[src/hw/rtl/wsp_pkg.sv]
// ----------------------------------------------------------------------------
// wsp_pkg
// Shared types, widths, register indexes and saturation helper for the
// wheel speed PI controller with drive ramp.
// ----------------------------------------------------------------------------
package wsp_pkg;

  localparam int CNT_W       = 16;  // raw encoder count
  localparam int SUM_W       = 18;  // signed left + right
  localparam int ERR_W       = 19;  // speed error
  localparam int CHG_W       = 20;  // error change
  localparam int INTEG_W     = 12;  // clamped integral, tenths
  localparam int ACC_W       = 20;  // integral + error before clamp
  localparam int GAIN_W      = 16;
  localparam int TARGET_W    = 16;
  localparam int PROD_P_W    = ERR_W + GAIN_W + 1;
  localparam int PROD_I_W    = INTEG_W + GAIN_W + 1;
  localparam int DSUM_W      = PROD_P_W + 1;
  localparam int DRIVE_W     = 32;
  localparam int DIFF_W      = DRIVE_W + 1;
  localparam int SAT_IN_W    = 40;
  localparam int MAG_W       = 32;
  localparam int HALF_W      = MAG_W / 2;
  localparam int MAGIC_W     = 33;
  localparam int PP_W        = HALF_W + MAGIC_W;
  localparam int FULL_W      = PP_W + HALF_W;
  localparam int SMOOTH_W    = DIFF_W + 1;
  localparam int CFG_IDX_W   = 2;
  localparam int CFG_DATA_W  = 16;
  localparam int IN_TDATA_W  = 40;
  localparam int OUT_TDATA_W = 96;

  typedef enum logic {
    OP_CONTROL = 1'b0,
    OP_TICK    = 1'b1
  } op_t;

  typedef enum logic [CFG_IDX_W-1:0] {
    REG_SPEED_TARGET = 2'd0,
    REG_GAIN_P       = 2'd1,
    REG_GAIN_I       = 2'd2
  } cfg_reg_t;

  typedef struct packed {
    op_t              op;
    logic [CNT_W-1:0] left_count;
    logic [CNT_W-1:0] right_count;
    logic             left_dir_pin;
    logic             right_dir_pin;
  } in_item_t;

  typedef struct packed {
    logic signed [SUM_W-1:0] speed_sum;
    logic signed [ERR_W-1:0] speed_error;
    logic signed [CHG_W-1:0] error_change;
  } speed_info_t;

  // Per-stage handshake: load = the next register may take a new value,
  // commit = a valid item leaves this stage.
  typedef struct packed {
    logic load;
    logic commit;
  } stage_ctl_t;

  function automatic logic signed [DRIVE_W-1:0] sat_drive(
    input logic signed [SAT_IN_W-1:0] v
  );
    logic [SAT_IN_W-DRIVE_W:0] top_bits;
    top_bits = v[SAT_IN_W-1:DRIVE_W-1];
    if (top_bits == '0 || top_bits == '1) begin
      return v[DRIVE_W-1:0];
    end else if (v[SAT_IN_W-1]) begin
      return {1'b1, {(DRIVE_W-1){1'b0}}};
    end else begin
      return {1'b0, {(DRIVE_W-1){1'b1}}};
    end
  endfunction

endpackage

[src/hw/rtl/wsp_ctrl.sv]
// ----------------------------------------------------------------------------
// wsp_ctrl
// Signs the encoder counts, forms speed, error and error change, keeps the
// clamped integral and registers the two PI products.
// ----------------------------------------------------------------------------
module wsp_ctrl
  import wsp_pkg::*;
#(
  parameter int INTEGRAL_LIMIT = 2000
) (
  input  logic                         clk,
  input  logic                         rst,
  input  stage_ctl_t                   ctl,
  input  in_item_t                     item,
  input  logic signed [TARGET_W-1:0]   speed_target,
  input  logic        [GAIN_W-1:0]     gain_p,
  input  logic        [GAIN_W-1:0]     gain_i,
  output op_t                          op_q,
  output logic signed [PROD_P_W-1:0]   prod_p,
  output logic signed [PROD_I_W-1:0]   prod_i,
  output speed_info_t                  info
);

  localparam logic signed [ACC_W-1:0] LIM_POS = ACC_W'(INTEGRAL_LIMIT);
  localparam logic signed [ACC_W-1:0] LIM_NEG = -ACC_W'(INTEGRAL_LIMIT);

  logic signed [INTEG_W-1:0]  integral;
  logic signed [SUM_W-1:0]    last_speed_sum;
  logic signed [ERR_W-1:0]    last_error;
  logic signed [CHG_W-1:0]    last_change;

  logic signed [CNT_W:0]      left_mag, right_mag, left_s, right_s;
  logic signed [SUM_W-1:0]    sum;
  logic signed [ERR_W-1:0]    err;
  logic signed [CHG_W-1:0]    change;
  logic signed [ACC_W-1:0]    acc_raw;
  logic signed [INTEG_W-1:0]  integral_next;
  logic signed [GAIN_W:0]     gain_p_s, gain_i_s;
  logic signed [PROD_P_W-1:0] prod_p_next;
  logic signed [PROD_I_W-1:0] prod_i_next;
  logic                       is_control;

  assign is_control = (item.op == OP_CONTROL);

  always_comb begin
    left_mag  = $signed({1'b0, item.left_count});
    right_mag = $signed({1'b0, item.right_count});
    left_s    = item.left_dir_pin  ? -left_mag  : left_mag;
    right_s   = item.right_dir_pin ? right_mag  : -right_mag;
    sum       = SUM_W'(left_s) + SUM_W'(right_s);
    err       = ERR_W'(sum) - ERR_W'(speed_target);
    change    = CHG_W'(err) - CHG_W'(last_error);
    acc_raw   = ACC_W'(integral) + ACC_W'(err);
    // clamp after adding the error, before it feeds the drive
    priority if (acc_raw >= LIM_POS) begin
      integral_next = INTEG_W'(LIM_POS);
    end else if (acc_raw <= LIM_NEG) begin
      integral_next = INTEG_W'(LIM_NEG);
    end else begin
      integral_next = INTEG_W'(acc_raw);
    end
    gain_p_s    = $signed({1'b0, gain_p});
    gain_i_s    = $signed({1'b0, gain_i});
    prod_p_next = PROD_P_W'(err) * PROD_P_W'(gain_p_s);
    prod_i_next = PROD_I_W'(integral_next) * PROD_I_W'(gain_i_s);
  end

  always_ff @(posedge clk) begin
    if (rst) begin
      integral       <= '0;
      last_speed_sum <= '0;
      last_error     <= '0;
      last_change    <= '0;
    end else if (ctl.commit && is_control) begin
      integral       <= integral_next;
      last_speed_sum <= sum;
      last_error     <= err;
      last_change    <= change;
    end
  end

  always_ff @(posedge clk) begin
    if (ctl.load) begin
      op_q   <= item.op;
      prod_p <= prod_p_next;
      prod_i <= prod_i_next;
      if (is_control) begin
        info <= '{speed_sum: sum, speed_error: err, error_change: change};
      end else begin
        // ticks repeat the figures of the last control update
        info <= '{speed_sum: last_speed_sum, speed_error: last_error,
                  error_change: last_change};
      end
    end
  end

  a_integral_range: assert property (@(posedge clk) disable iff (rst)
    (integral <= INTEG_W'(LIM_POS)) && (integral >= INTEG_W'(LIM_NEG)))
    else $error("integral outside clamp range");

  a_tick_keeps_integral: assert property (@(posedge clk) disable iff (rst)
    (ctl.commit && !is_control) |=> $stable(integral) && $stable(last_error))
    else $error("tick item changed control state");

endmodule

[src/hw/rtl/wsp_ramp.sv]
// ----------------------------------------------------------------------------
// wsp_ramp
// Saturates the PI drive, divides the drive change by the ramp step count
// with a split reciprocal multiply, and steps the smoothed drive on ticks.
// ----------------------------------------------------------------------------
module wsp_ramp
  import wsp_pkg::*;
#(
  parameter int RAMP_STEPS = 20
) (
  input  logic                        clk,
  input  logic                        rst,
  input  stage_ctl_t                  ctl2,
  input  stage_ctl_t                  ctl3,
  input  stage_ctl_t                  ctl4,
  input  op_t                         op2,
  input  logic signed [PROD_P_W-1:0]  prod_p,
  input  logic signed [PROD_I_W-1:0]  prod_i,
  input  speed_info_t                 info2,
  output logic signed [DRIVE_W-1:0]   drive,
  output speed_info_t                 info_out
);

  // floor(d / N) = (d * ceil(2^(32+l) / N)) >> (32+l), exact for d < 2^32
  localparam int             RS_LOG  = $clog2(RAMP_STEPS);
  localparam int             SHIFT   = MAG_W + RS_LOG;
  localparam logic [63:0]    MAGIC64 = ((64'd1 << SHIFT) + 64'(RAMP_STEPS) - 64'd1)
                                       / 64'(RAMP_STEPS);
  localparam logic [MAGIC_W-1:0] MAGIC = MAGIC64[MAGIC_W-1:0];

  logic signed [DRIVE_W-1:0]  drive_new;
  logic signed [DIFF_W-1:0]   ramp_step;
  logic signed [DRIVE_W-1:0]  drive_smoothed;

  // stage 2 -> 3
  logic signed [DSUM_W-1:0]   total;
  logic signed [DRIVE_W-1:0]  drive_calc;
  logic signed [DIFF_W-1:0]   diff, diff_neg;
  logic        [MAG_W-1:0]    mag_next;

  op_t                        op3, op4;
  logic                       neg3, neg4;
  logic        [MAG_W-1:0]    mag3;
  speed_info_t                info3, info4;

  // stage 3 -> 4
  logic        [PP_W-1:0]     pp_hi_next, pp_lo_next, pp_hi4, pp_lo4;

  // stage 4 -> output
  logic        [FULL_W-1:0]   prod_full;
  logic        [MAG_W-1:0]    quot;
  logic signed [DIFF_W-1:0]   quot_s, step_next;
  logic signed [SMOOTH_W-1:0] smooth_sum;
  logic signed [DRIVE_W-1:0]  smooth_next;

  always_comb begin
    total      = DSUM_W'(prod_p) + DSUM_W'(prod_i);
    drive_calc = sat_drive(SAT_IN_W'(total));
    diff       = DIFF_W'(drive_calc) - DIFF_W'(drive_new);
    diff_neg   = -diff;
    mag_next   = diff[DIFF_W-1] ? diff_neg[MAG_W-1:0] : diff[MAG_W-1:0];
  end

  always_ff @(posedge clk) begin
    if (rst) begin
      drive_new <= '0;
    end else if (ctl2.commit && op2 == OP_CONTROL) begin
      drive_new <= drive_calc;
    end
  end

  always_ff @(posedge clk) begin
    if (ctl2.load) begin
      op3   <= op2;
      neg3  <= diff[DIFF_W-1];
      mag3  <= mag_next;
      info3 <= info2;
    end
  end

  assign pp_hi_next = PP_W'(mag3[MAG_W-1:HALF_W]) * PP_W'(MAGIC);
  assign pp_lo_next = PP_W'(mag3[HALF_W-1:0]) * PP_W'(MAGIC);

  always_ff @(posedge clk) begin
    if (ctl3.load) begin
      op4    <= op3;
      neg4   <= neg3;
      pp_hi4 <= pp_hi_next;
      pp_lo4 <= pp_lo_next;
      info4  <= info3;
    end
  end

  always_comb begin
    prod_full   = {pp_hi4, {HALF_W{1'b0}}} + FULL_W'(pp_lo4);
    quot        = MAG_W'(prod_full >> SHIFT);
    quot_s      = $signed({1'b0, quot});
    // truncate toward zero: divide the magnitude, then restore the sign
    step_next   = neg4 ? -quot_s : quot_s;
    smooth_sum  = SMOOTH_W'(drive_smoothed) + SMOOTH_W'(ramp_step);
    smooth_next = sat_drive(SAT_IN_W'(smooth_sum));
  end

  always_ff @(posedge clk) begin
    if (rst) begin
      ramp_step      <= '0;
      drive_smoothed <= '0;
    end else if (ctl4.commit) begin
      if (op4 == OP_CONTROL) begin
        ramp_step <= step_next;
      end else begin
        drive_smoothed <= smooth_next;
      end
    end
  end

  always_ff @(posedge clk) begin
    if (ctl4.load) begin
      drive    <= (op4 == OP_TICK) ? smooth_next : drive_smoothed;
      info_out <= info4;
    end
  end

  a_control_keeps_smoothed: assert property (@(posedge clk) disable iff (rst)
    (ctl4.commit && op4 == OP_CONTROL) |=> $stable(drive_smoothed))
    else $error("control item moved the smoothed drive");

  a_tick_keeps_step: assert property (@(posedge clk) disable iff (rst)
    (ctl4.commit && op4 == OP_TICK) |=> $stable(ramp_step))
    else $error("tick item changed the ramp step");

endmodule

[src/hw/rtl/wheel_speed_pi_with_ramp.sv]
// ----------------------------------------------------------------------------
// wheel_speed_pi_with_ramp
// Wheel speed PI controller with clamped integral and a ramped output drive.
// ----------------------------------------------------------------------------
// Input items arrive on s_*: tuser is the op (0 control update, 1 ramp tick),
// tdata carries both encoder counts and direction pins. A control update
// refreshes speed, error, integral and the PI drive; a tick adds one ramp step,
// the last PI drive change divided by RAMP_STEPS, to the smoothed drive. Each
// accepted item yields exactly one result on m_*: smoothed drive plus the
// speed figures of the last control update.
// From the accepting edge an item passes through the input register, the PI
// product stage, the drive difference stage, the split reciprocal multiply
// and the output register to m_tvalid. One item is accepted per cycle while
// s_tready is high; each stage moves on as soon as the stage after it is
// free, so a stalled m_tready fills the stages one by one and s_tready drops
// only when all five hold an item.
// Configuration writes (target, gains) take effect on the next control
// update. Reset clears all controller state and the gains and target to 0.
// ----------------------------------------------------------------------------
module wheel_speed_pi_with_ramp
  import wsp_pkg::*;
#(
  parameter int RAMP_STEPS     = 20,
  parameter int INTEGRAL_LIMIT = 2000
) (
  input  logic                    clk,
  input  logic                    rst,
  input  logic                    s_tvalid,
  output logic                    s_tready,
  // [15:0] left_count, [31:16] right_count, [32] left_dir_pin,
  // [33] right_dir_pin, [39:34] zero
  input  logic [IN_TDATA_W-1:0]   s_tdata,
  // [0] op
  input  logic                    s_tuser,
  output logic                    m_tvalid,
  input  logic                    m_tready,
  // [31:0] drive, [49:32] speed_sum, [68:50] speed_error,
  // [88:69] error_change, [95:89] zero
  output logic [OUT_TDATA_W-1:0]  m_tdata,
  input  logic                    cfg_we,
  input  logic [CFG_IDX_W-1:0]    cfg_index,
  input  logic [CFG_DATA_W-1:0]   cfg_data
);

  logic signed [TARGET_W-1:0] speed_target;
  logic        [GAIN_W-1:0]   gain_p;
  logic        [GAIN_W-1:0]   gain_i;

  logic        v1, v2, v3, v4;
  logic        free1, free2, free3, free4, free5;
  stage_ctl_t  ctl1, ctl2, ctl3, ctl4;
  in_item_t    item1;

  op_t                        op2;
  logic signed [PROD_P_W-1:0] prod_p;
  logic signed [PROD_I_W-1:0] prod_i;
  speed_info_t                info2, info_out;
  logic signed [DRIVE_W-1:0]  drive;

  always_ff @(posedge clk) begin
    if (rst) begin
      speed_target <= '0;
      gain_p       <= '0;
      gain_i       <= '0;
    end else if (cfg_we) begin
      unique case (cfg_reg_t'(cfg_index))
        REG_SPEED_TARGET: speed_target <= $signed(cfg_data[TARGET_W-1:0]);
        REG_GAIN_P:       gain_p       <= cfg_data[GAIN_W-1:0];
        REG_GAIN_I:       gain_i       <= cfg_data[GAIN_W-1:0];
        default:          ;
      endcase
    end
  end

  // a stage frees up when it is empty or its item moves on this cycle
  always_comb begin
    free5 = !m_tvalid || m_tready;
    free4 = !v4 || free5;
    free3 = !v3 || free4;
    free2 = !v2 || free3;
    free1 = !v1 || free2;
    ctl1  = '{load: free2, commit: v1 && free2};
    ctl2  = '{load: free3, commit: v2 && free3};
    ctl3  = '{load: free4, commit: v3 && free4};
    ctl4  = '{load: free5, commit: v4 && free5};
  end

  assign s_tready = free1;

  always_ff @(posedge clk) begin
    if (rst) begin
      v1       <= 1'b0;
      v2       <= 1'b0;
      v3       <= 1'b0;
      v4       <= 1'b0;
      m_tvalid <= 1'b0;
    end else begin
      if (free1) v1       <= s_tvalid;
      if (free2) v2       <= v1;
      if (free3) v3       <= v2;
      if (free4) v4       <= v3;
      if (free5) m_tvalid <= v4;
    end
  end

  always_ff @(posedge clk) begin
    if (free1) begin
      item1 <= '{op:            op_t'(s_tuser),
                 left_count:    s_tdata[15:0],
                 right_count:   s_tdata[31:16],
                 left_dir_pin:  s_tdata[32],
                 right_dir_pin: s_tdata[33]};
    end
  end

  wsp_ctrl #(
    .INTEGRAL_LIMIT (INTEGRAL_LIMIT)
  ) u_ctrl (
    .clk          (clk),
    .rst          (rst),
    .ctl          (ctl1),
    .item         (item1),
    .speed_target (speed_target),
    .gain_p       (gain_p),
    .gain_i       (gain_i),
    .op_q         (op2),
    .prod_p       (prod_p),
    .prod_i       (prod_i),
    .info         (info2)
  );

  wsp_ramp #(
    .RAMP_STEPS (RAMP_STEPS)
  ) u_ramp (
    .clk      (clk),
    .rst      (rst),
    .ctl2     (ctl2),
    .ctl3     (ctl3),
    .ctl4     (ctl4),
    .op2      (op2),
    .prod_p   (prod_p),
    .prod_i   (prod_i),
    .info2    (info2),
    .drive    (drive),
    .info_out (info_out)
  );

  assign m_tdata = {7'd0, info_out.error_change, info_out.speed_error,
                    info_out.speed_sum, drive};

  a_full_when_stalled: assert property (@(posedge clk) disable iff (rst)
    !s_tready |-> (v1 && v2 && v3 && v4 && m_tvalid && !m_tready))
    else $error("input stalled while a stage is free");

endmodule
[config.mk]
export PLATFORM = sky130hd
export DESIGN_NAME = wheel_speed_pi_with_ramp
export DESIGN_NICKNAME = d
export VERILOG_FILES = /design/src/hw/rtl/wsp_pkg.sv /design/src/hw/rtl/wsp_ctrl.sv /design/src/hw/rtl/wsp_ramp.sv /design/src/hw/rtl/wheel_speed_pi_with_ramp.sv
export SDC_FILE = /design/constraint.sdc
export NUM_CORES = 2
export LEC_CHECK = 0
export BUFFER_PORTS_ARGS = -buffer_cell sky130_fd_sc_hd__buf_2
export CORE_UTILIZATION = 60
export CTS_BUF_LIST = sky130_fd_sc_hd__clkbuf_8
export DETAILED_ROUTE_END_ITERATION = 10
export GPL_ROUTABILITY_DRIVEN = 0
export HOLD_SLACK_MARGIN = 0.12
export PLACE_DENSITY_LB_ADDON = 0.15
export SLEW_MARGIN = 20
export SYNTH_ARGS = -nofsm -noshare
export SYNTH_HDL_FRONTEND = slang
export SYNTH_SLANG_ARGS = --single-unit
export TNS_END_PERCENT = 10
[constraint.sdc]
create_clock -name clk -period 21 [get_ports clk]
set_input_delay 3.15 -clock clk [delete_from_list [all_inputs] [get_ports clk]]
set_output_delay 3.15 -clock clk [all_outputs]
set_load 0.02 [all_outputs]
==> summary.md <==
| Metric | Value |
|---|---|
| Maximum number of pins on one net before global-route repair | 92 |
| Global routing usage summed across all routing layers | 27.0% |
| Post-CTS Repair Setup Buffers | 0 |
| Count of final hold-check violations | 0 |
| TritonCTS Buffers | 114 |
| Area share of and/or/nand/nor cells after synthesis | 12.9% |
| Placed Cells | 7837 |
| Post-route insts no fill | 8052 |
| Worst EP required | 21.55 ns |
| Synthesis-stage register bit count | 696 |
| Worst hold path startpoint | u_ramp.info4[37] |
| Largest delay share family, worst path | compound AO/OA/AOI/OAI gates |
| Wire length of the first global-routing pass | 234 mm |
| Setup repair after global routing missed its margin | no |
| Remaining global-route overflow | 0 |
| Worst hold-check path type | reg2reg |
| Complex-gate fraction of the synthesized area | 13.4% |
| Number of nets with antenna violations after routing | 0 |
| Share of cells above drive strength 1 | 7.01% |
| Slew Viols, Final | 0 |
| Die ar. | 107000 µm² |
| Final worst-path cycle share | 68.7% |
| Sinks on Clock Net | 696 |
| Transition time at the pin with the least slew margin | 1.03 ns |
| Most used cell, CP | sky130_fd_sc_hd__ha_1 |
| Top_reg_cell synth | sky130_fd_sc_hd__edfxtp_1 |
| Post-layout worst setup margin | 6.58 ns |
| Worst path buffer plus inverter count | 5 |
| Mapped Area | 63600 µm² |
| Maximum level of the CTS H-tree | 3 |
| Critical path start-end classification | reg2reg |
| Yosys warning total | 0 |
| Global routing met3 resource utilization | 3.59% |
| Starting density of the core | 60.5% |
| Drt first pass iters | 5 |
| Most congested layer reported by global routing | met2 |
| Worst setup path start | item1[3] |
| Area share of xor/xnor cells in the synthesized design | 4.68% |
| Status | finished, final reports clean |
| Commonest non-fill, non-tap cells in the layout | sky130_fd_sc_hd__inv_1 (956), sky130_fd_sc_hd__nand2_1 (682), sky130_fd_sc_hd__ha_1 (646) |
| Clock root buffer | sky130_fd_sc_hd__clkbuf_8 |
| Wirelength per Cell | 17.8 µm |
| Core Area | 105000 µm² |
| Clock slew at reported path FFs | 0.06 ns |
| M2 GR Usage | 46.0% |
| Area overhead of the layout relative to synthesis | 6.92% |
| Achievable Freq | 69.4 MHz |
| Die boundary height | 328 µm |
| Number of flops mapped to enable cells by yosys | 477 |
| Standard cell with the maximum stage delay on the critical path | sky130_fd_sc_hd__or4b_2 |
| Largest family of logic cells by synthesized area | adder cells |
| I/O pins | 162 |
| Total via count after detailed routing | 46117 |
| DRC violation total after the first TritonRoute iteration | 2704 |
| Antenna violations before repair | 1 |
| Met1 layer usage reported by global route | 34.5% |
| Final-report setup violation count | 0 |
| Synthesized area per cell | 9.81 µm² |
| Async set or reset register ratio after synthesis | 0% |
| Worst skew pair latency | 0.81 ns |
| Most common cell after layout, fill and taps aside | sky130_fd_sc_hd__inv_1 |
| Placement row count | 119 |
| TritonCTS clock tree | done |
| Total negative setup slack | 0 ns |
| CP max stage delay | 0.66 ns |
| Crit Reg-Reg Startpoint | item1[3] |
| CTS-repair resized insts | 0 |
| Share of cell area taken by muxes after synthesis | 0.431% |
| Post-Synthesis Cells | 6486 |
| Portion of the post-synthesis area used by sequential elements | 29.4% |
| Count of cell types in the netlist | 100 |
| Final core utilization | 64.6% |
| Number of buffers inserted by hold repair at cts | 0 |
| Worst setup SP type | flip-flop |
| Buffers from clock root to sink, at most | 3 |
| Average vias per placed instance | 5.73 |
| Number of input and output port buffers inserted | 148 |
| Number of global-route vias before repair | 46694 |
| Worst Setup End Kind | flip-flop |
| Worst setup slack before clock tree synthesis | 6.71 ns |
| Setup clock skew after layout | 0.0480 ns |
| Min Clock Period, post-route | 14.42 ns |
| Total Nets Final | 7892 |
| Crit path arrival time | 14.97 ns |
| Count of unresolved DRC violations after routing | 0 |
| Synthesized-area fraction occupied by adder cells | 32.2% |
| Final HPWL DP | 110 mm |
| Number of filler instances in the final layout | 8516 |
| Die outline width | 328 µm |
| Wirelength, routed | 143 mm |
| Max-cap check violation count | 0 |
| Worst Path Max Fanout | 22 |
| Worst relative slew slack | 30.2% |
-- synth_stat cells, types with 23 or more instances --
cell type                  instances  area (µm²)
sky130_fd_sc_hd__nor3_1           74         370
sky130_fd_sc_hd__nand3_1          60         300
sky130_fd_sc_hd__xnor2_1         232        2030
sky130_fd_sc_hd__o211ai_1         29         218
sky130_fd_sc_hd__edfxtp_1        477       14300
sky130_fd_sc_hd__or3_1            27         169
sky130_fd_sc_hd__o31ai_1          34         255
sky130_fd_sc_hd__a311oi_1         35         307
sky130_fd_sc_hd__nor2b_1          88         551
sky130_fd_sc_hd__a311o_1          35         350
sky130_fd_sc_hd__inv_1           921        3460
sky130_fd_sc_hd__a221o_1          36         360
sky130_fd_sc_hd__o21a_1           49         368
sky130_fd_sc_hd__clkbuf_1        210         788
sky130_fd_sc_hd__ha_1            646        8080
sky130_fd_sc_hd__xor2_1          108         946
sky130_fd_sc_hd__dfxtp_1         219        4380
sky130_fd_sc_hd__a31oi_1          52         325
sky130_fd_sc_hd__nand2b_1         58         363
sky130_fd_sc_hd__nand2_1         683        2560
sky130_fd_sc_hd__o21ai_0         239        1200
sky130_fd_sc_hd__nor4_1           23         144
sky130_fd_sc_hd__a211oi_1         60         450
sky130_fd_sc_hd__and2_1          209        1310
sky130_fd_sc_hd__or2_2            23         144
sky130_fd_sc_hd__a21o_1          120         901
sky130_fd_sc_hd__nand4_1          33         206
sky130_fd_sc_hd__o21bai_1         40         300
sky130_fd_sc_hd__nor2_1          299        1120
sky130_fd_sc_hd__fa_1            620       12400
sky130_fd_sc_hd__a21oi_1         384        1920
sky130_fd_sc_hd__and3_1           62         388
-- per-stage QoR --
step / hold slack, ns / instance area, µm²
2_1_floorplan: 0.400 / 63700
3_3_place_gp: 0.401 / 65700
3_5_place_dp: 0.405 / 65700
4_1_cts: 0.389 / 68000
5_1_grt: 0.395 / 68100
6_report: 0.388 / 68100
-- per-layer routing --
layer / routed length, µm / share of wire (%)
met1: 61100 / 43
met4: 6310 / 4.4
met5: 0 / 0
met3: 6180 / 4.3
met2: 69600 / 49
-- path summary, 6_finish.rpt --
path	cells past startpoint	slack, ns	to
hold / removal	0	0.39	u_ramp.info_out[37]
hold reg to reg	0	0.39	u_ramp.info_out[37]
setup reg to reg	50	6.58	u_ctrl.prod_i[27]
setup / recovery	50	6.58	u_ctrl.prod_i[27]
-- registers in the layout, indices dropped and copies added (netlist names), 12 cells and up --
name / count
speed_target: 16
u_ramp.ramp_step: 33
gain_p: 16
u_ctrl.info: 57
u_ctrl.integral: 12
u_ramp.info_out: 57
u_ramp.drive: 32
u_ramp.mag3: 32
u_ctrl.last_change: 20
u_ramp.drive_smoothed: 32
item1: 35
u_ctrl.last_error: 19
u_ctrl.last_speed_sum: 18
u_ramp.info3: 57
gain_i: 16
u_ramp.drive_new: 32
u_ramp.pp_hi4: 48
u_ramp.info4: 57
u_ramp.pp_lo4: 32
u_ctrl.prod_p: 36
u_ctrl.prod_i: 29
-- final cells by class --
class                      instances  area [µm²]  share of cell area [%]
sequential                       696       18700                    27.5
clock buffer                     127        1750                    2.57
antenna                            1        2.50                 0.00368
tap                             1391        1740                    2.56
clock inverter                    87         586                   0.860
timing repair buffer             198        1120                    1.65
multi-input combinational       4631       40700                    59.8
inverter                         921        3460                    5.09
-- worst register-to-register path, delay by kind of cell (launching register included) --
kind,cells,cell delay [ns]
AO/OA/AOI/OAI,17,4.62
multiplexers,2,0.75
adder cells (fa/ha/maj),10,3.77
flip-flops,1,0.41
AND/OR/NAND/NOR,13,3.47
buffers and inverters,5,0.54
XOR/XNOR,3,0.63
-- logic make-up (layout without fill, tap and decap cells) --
group | after synthesis | after routing
AND/OR/NAND/NOR | 1709 | 1709
flip-flops | 696 | 696
other | 1 | 8
multiplexers | 24 | 24
XOR/XNOR | 340 | 340
adder cells (fa/ha/maj) | 1266 | 1266
buffers and inverters | 1165 | 1333
AO/OA/AOI/OAI | 1285 | 1285
Power is left out: the tool's default activity adds up to more than one toggle a clock period on the data nets, which glitch-free logic cannot reach.
